File: config.mk
export PLATFORM = sky130hd
export DESIGN_NAME = min_max_rejecting_sample_accumulator_unit
export DESIGN_NICKNAME = d
export VERILOG_FILES = /design/src/mmrsa_pkg.sv /design/src/min_max_rejecting_sample_accumulator_unit.sv
export SDC_FILE = /design/constraint.sdc
export NUM_CORES = 1
export LEC_CHECK = 0
export ABC_AREA = 1
export BUFFER_PORTS_ARGS = -buffer_cell sky130_fd_sc_hd__buf_2
export CAP_MARGIN = 20
export CORE_MARGIN = 3
export CORE_UTILIZATION = 55
export DETAILED_ROUTE_END_ITERATION = 12
export PLACE_DENSITY_LB_ADDON = 0.1
export SLEW_MARGIN = 10
export SYNTH_ARGS = -nofsm -noshare
export SYNTH_HDL_FRONTEND = slang
export SYNTH_SLANG_ARGS = --single-unit
File: constraint.sdc
create_clock -name clk -period 4.9 [get_ports clk]
set_input_delay 0.98 -clock clk [delete_from_list [all_inputs] [get_ports clk]]
set_output_delay 0.98 -clock clk [all_outputs]
set_load 0.01 [all_outputs]
File: src/mmrsa_pkg.sv
// ----------------------------------------------------------------------------
// mmrsa_pkg
// Shared constants for the min/max rejecting sample accumulator.
// ----------------------------------------------------------------------------
package mmrsa_pkg;

  localparam int SAMPLE_W       = 12;
  localparam int SUM_W          = 17;  // 31 * 4095 < 2^17
  localparam int RESULT_W       = 16;

  // Samples after the seed sample; legal range 2..31.
  localparam int FOLLOW_SAMPLES = 17;
  localparam int POS_W          = 5;

  // Scale = 24525 / 30208, with 30208 = 59 * 2^9.
  localparam int SCALE_NUM      = 24525;
  localparam int SCALE_NUM_W    = 15;
  localparam int PROD_W         = SUM_W + SCALE_NUM_W;  // 32
  localparam int DEN_SHIFT      = 9;
  localparam int QIN_W          = PROD_W - DEN_SHIFT;   // 23

  // floor(x / 59) == (x * RECIP) >> RECIP_SHIFT, exact for x < 2^29.
  localparam int RECIP          = 9099507;
  localparam int RECIP_W        = 24;
  localparam int RECIP_SHIFT    = 29;
  localparam int QPROD_W        = QIN_W + RECIP_W;      // 47

endpackage

File: src/min_max_rejecting_sample_accumulator_unit.sv
// ----------------------------------------------------------------------------
// min_max_rejecting_sample_accumulator_unit
// Trimmed sum over frames of one seed sample plus FOLLOW_SAMPLES samples,
// scaled by 24525/30208 and floored.
// ----------------------------------------------------------------------------
//
//  channel | direction | handshake                   | payload
//  --------+-----------+-----------------------------+------------------------
//  sample  | in        | sample_valid / sample_stall | sample[11:0]
//  result  | out       | result_valid / result_stall | scaled_sum[15:0]
//
//  Flow: one sample per cycle while sample_stall is low. The compare-and-add
//  updates the running state in the cycle of acceptance; the frame's final
//  sum then runs through three registered stages (sum, sum*24525, divide by
//  59*512) on its way to the result output.
//  Reset: rst is synchronous, active high; it empties the pipe and waits for
//  a seed sample. Stalls: result_stall fills the pipe back to sample_stall;
//  the output register and two inner stages keep samples flowing meanwhile.
//
module min_max_rejecting_sample_accumulator_unit
  import mmrsa_pkg::*;
(
  input  logic                clk,
  input  logic                rst,

  input  logic                sample_valid,
  output logic                sample_stall,
  input  logic [SAMPLE_W-1:0] sample,

  output logic                result_valid,
  input  logic                result_stall,
  output logic [RESULT_W-1:0] scaled_sum
);

  // --------------------------------------------------------------------------
  // Running frame state
  // --------------------------------------------------------------------------
  logic [POS_W-1:0]    pos;
  logic [SAMPLE_W-1:0] run_min;
  logic [SAMPLE_W-1:0] run_max;
  logic [SUM_W-1:0]    psum;

  // Pipeline after the accumulator
  logic                s1_valid;
  logic [SUM_W-1:0]    s1_sum;      // final trimmed sum of a frame
  logic                s2_valid;
  logic [PROD_W-1:0]   s2_prod;     // sum * 24525

  // Elastic ready chain, output side back to input side.
  logic rdy_out, rdy_s2, rdy_s1;
  assign rdy_out      = !result_valid || !result_stall;
  assign rdy_s2       = !s2_valid || rdy_out;
  assign rdy_s1       = !s1_valid || rdy_s2;
  assign sample_stall = !rdy_s1;

  logic take;
  assign take = sample_valid && rdy_s1;

  // --------------------------------------------------------------------------
  // Compare-and-add: the value added is the displaced extreme or the sample.
  // --------------------------------------------------------------------------
  logic                seed;
  logic                last;
  logic                below_min, above_max;
  logic [SAMPLE_W-1:0] add_val;
  logic [SUM_W-1:0]    psum_next;

  assign seed      = (pos == '0);
  // A position past the end is treated as the last sample.
  assign last      = (pos >= POS_W'(FOLLOW_SAMPLES));
  assign below_min = (sample < run_min);
  assign above_max = (sample > run_max);

  always_comb begin
    if (below_min) begin
      add_val = run_min;
    end else if (above_max) begin
      add_val = run_max;
    end else begin
      add_val = sample;
    end
  end

  assign psum_next = psum + SUM_W'(add_val);

  always_ff @(posedge clk) begin
    if (rst) begin
      pos     <= '0;
      run_min <= '0;
      run_max <= '0;
      psum    <= '0;
    end else if (take) begin
      if (seed) begin
        run_min <= sample;
        run_max <= '0;
        psum    <= '0;
        pos     <= POS_W'(1);
      end else begin
        if (below_min) begin
          run_min <= sample;
        end else if (above_max) begin
          run_max <= sample;
        end
        psum <= psum_next;
        if (last) begin
          pos <= '0;
        end else begin
          pos <= pos + POS_W'(1);
        end
      end
    end
  end

  // --------------------------------------------------------------------------
  // Stage 1: capture the frame's final sum.
  // --------------------------------------------------------------------------
  always_ff @(posedge clk) begin
    if (rst) begin
      s1_valid <= 1'b0;
    end else if (rdy_s1) begin
      s1_valid <= take && !seed && last;
    end
  end

  always_ff @(posedge clk) begin
    if (rdy_s1 && take && !seed && last) begin
      s1_sum <= psum_next;
    end
  end

  // --------------------------------------------------------------------------
  // Stage 2: multiply by the numerator (fits in 32 bits).
  // --------------------------------------------------------------------------
  always_ff @(posedge clk) begin
    if (rst) begin
      s2_valid <= 1'b0;
    end else if (rdy_s2) begin
      s2_valid <= s1_valid;
    end
  end

  always_ff @(posedge clk) begin
    if (rdy_s2 && s1_valid) begin
      s2_prod <= PROD_W'(s1_sum) * PROD_W'(SCALE_NUM);
    end
  end

  // --------------------------------------------------------------------------
  // Stage 3: divide by 512 (shift), then by 59 via exact reciprocal.
  // Wraps to the low 16 bits.
  // --------------------------------------------------------------------------
  logic [QIN_W-1:0]   q_in;
  logic [QPROD_W-1:0] q_prod;

  assign q_in   = s2_prod[PROD_W-1:DEN_SHIFT];
  assign q_prod = QPROD_W'(q_in) * QPROD_W'(RECIP);

  always_ff @(posedge clk) begin
    if (rst) begin
      result_valid <= 1'b0;
    end else if (rdy_out) begin
      result_valid <= s2_valid;
    end
  end

  always_ff @(posedge clk) begin
    if (rdy_out && s2_valid) begin
      scaled_sum <= q_prod[RECIP_SHIFT +: RESULT_W];
    end
  end

endmodule

==> impl_metrics.yaml <==
outcome:
  status: "finished with violations"
  violations: "setup timing"
flow_run:
  maxCapViolCount: 0
timing:
  worst_pin_slew_ns: 1.028
  setup_violations: 36
  maxSlewViolCount: 0
  fin_crit_ns: 5.597
  fin_ws_ns: -0.6969
  hold_viol: 0
  final.setup.tns_ns: -18.87
  finalClockSkew_ns: 0.02513
  fmax_ghz: 0.1787
  relSlewSlack_pct: 31.39
  holdWs_ns: 0.4736
  rsz0062_at_grt: "yes"
  post-route-period-util_pct: 114.2
clocking:
  cts_max_level: 3
  clockRootBuffer: "clkbuf_16"
  cts_tree: "yes"
  cts.clk_slew.worst_paths_ns: 0.10
  cts.sinks: 105
  clk_path_buf_depth: 2
  cts_buffers: 9
  worstSkewPairLatency_ns: 0.39
layout:
  nets: 3491
  area_growth_pct: 27.27
  final_util_pct: 71.69
  drive_gt1_share_pct: 27.10
  n_antenna_cell: 0
synth:
  synth_seq_cells: 105
  syn_area_per_cell_um2: 8.597
  yosysTopAreaCellShare_pct: 29.98
  synth_cells: 2416
  synth_most_common_cell: "inv_1"
  yosys.area.top_type: "fa_1"
  synth_common_cells: "inv_1 (598), ha_1 (379), nand2_1 (369), fa_1 (311), a21oi_1 (146)"
  syn_nets: 3122
  ys_types: 43
  ys_seq_area_share_pct: 12.82
  synth-edff-count: 56
  async_flop_share_pct: 0
  synth_flop_cell: "edfxtp_1"
  yosys-top-cells-area: "fa_1 (30%), ha_1 (23%), inv_1 (11%)"
  syn_area_um2: 20770
  ys_warn_count: 0
critical_path:
  required_ns: 5.05
  startpoint_type: "register"
  worstPathMaxFanout: 4
  critPathCaptureType: "register"
  startpoint: "s2_prod[20]$_DFFE_PP_"
  r2r_start: "s2_prod[20]$_DFFE_PP_"
  crit_arrival_ns: 5.75
  path_class: "register to register"
grt:
  grt-ovfl-total: 0
  grt_max_degree: 36
  grt_usage_pct: 30.78
  antenna_found_initial: 1
  grt_pass1_wl_um: 97830
  grt_pass1_vias: 18350
floorplanning:
  core_region_area_um2: 36870
  die_h_um: 200.3
  initial_core_util_pct: 56.33
  die_area_um2: 40130
  boundaryPins: 34
  die_w_um: 200.3
  fp-row-count: 70
hold_path:
  holdCritStartpoint: "psum[4]$_SDFFE_PP0P_"
  worstHoldPathType: "register to register"
power:
  powerDensity_nw_per_um2: 75.63
  leakagePower_nw: 13.40
  vdd_drop_max_mv: 0.1727
placed_design:
  port_buffers: 33
  dpl.hpwl_um: 51250
  place.gp.congestion: 0.9424
route:
  drt_iter0_markers: 991
  first_pass_iters: 5
  wl_per_cell_um: 18.33
  drt_wl_total_um: 60380
  antenna_left: 0
  drc: 0
  viasPerCell: 5.216
  num_vias: 17180
final cells by class:
cell class,count,area (µm²)
clock inverter,7,72.57
multi-input combinational,1684,17620
fill,2856,10440
clock buffer,9,225.2
sequential,105,2663
timing repair buffer,380,2952
inverter,605,2271
tap,504,630.6
logic make-up (layout without fill, tap and decap cells):
kind of cell,Yosys count,in the layout,share of synthesized area (%)
AO/OA/AOI/OAI,268,268,7.054
XOR/XNOR,35,35,1.476
adder cells (fa/ha/maj),690,690,52.81
buffers and inverters,627,1001,11.61
flip-flops,105,105,12.82
AND/OR/NAND/NOR,691,691,14.23
registers in the layout, summed over array words and instances (netlist names):
signal        flops
s1_valid          1
run_max          12
psum             17
pos               5
run_min          12
s1_sum           17
result_valid      1
scaled_sum       16
s2_valid          1
s2_prod          23
placed cells by master (no fill, tap or decap), types with 11 or more instances in the layout:
master / n
a21oi_1: 109
a21oi_2: 24
a21oi_4: 13
buf_2: 33
buf_4: 302
buf_6: 43
dfxtp_1: 49
edfxtp_1: 56
fa_1: 289
fa_2: 22
ha_1: 326
ha_4: 46
inv_1: 544
inv_2: 61
nand2_1: 319
nand2_2: 34
nand2_4: 25
nand3_1: 71
nand4_1: 32
nor2_1: 92
nor2_2: 37
nor2_4: 20
o21ai_0: 35
o21ai_1: 30
o22ai_1: 11
xor2_1: 16
metal layers:
metal  routed length (µm)  GRT usage [%]  vias to the layer above
met3                 2682          4.144                      122
met2                28880          51.61                      385
met1                26450          41.51                     8372
li1                     -              -                     8301
met5                    0              0                        -
met4                 2365          10.36                        0
per-stage QoR:
stage | std cells | area [µm²] | power, W | setup slack (ns)
after global routing | 3294 | 26430 | 0.002087 | -0.8331
after floorplan | 2416 | 21070 | 0.001179 | -0.3475
after global placement | 3212 | 23840 | 0.001234 | -0.7621
final | 3294 | 26430 | 0.001999 | -0.6969
after detailed placement | 3213 | 23850 | 0.001239 | -0.7743
after CTS | 3267 | 25490 | 0.002018 | -0.6336
timing repair:
action / 4_1_cts / 5_1_grt
setup endpoints to repair: 37 / 37
resized for setup: 248 / 167
pin swaps: 110 / 102
buffers inserted: 41 / 33
hold buffers: 0 / 0
power breakdown:
group | internal, W | switching (W) | total, W | leakage, nW
sequential | 0.000940 | 0.00000853 | 0.000949 | 0.904
clock | 0.000363 | 0.000411 | 0.000774 | 0.148
combinational | 0.0000882 | 0.000189 | 0.000277 | 12.3
total | 0.00139 | 0.000608 | 0.00200 | 13.4
worst paths after layout:
path / slack [ns] / to / cells after the start
hold / removal: 0.47 / psum[4]$_SDFFE_PP0P_ / 2
setup reg to reg: -0.70 / scaled_sum[10]$_DFFE_PP_ / 19
setup / recovery: -0.70 / scaled_sum[10]$_DFFE_PP_ / 19
hold reg to reg: 0.47 / psum[4]$_SDFFE_PP0P_ / 2
worst max-delay path: stages (launching register included):
cell	delay, ns
edfxtp_1	0.53
fa_1	0.63
inv_2	0.05
fa_2	0.53
inv_2	0.04
fa_2	0.33
fa_1	0.52
fa_2	0.44
fa_1	0.52
inv_2	0.05
fa_1	0.49
inv_2	0.05
ha_4	0.29
nand2_4	0.08
nor2_4	0.14
nand4_1	0.14
nor2_2	0.15
nand4_1	0.18
nand4_1	0.13
nand2_1	0.08
No activity file was read; power rests on OpenSTA's default activity.
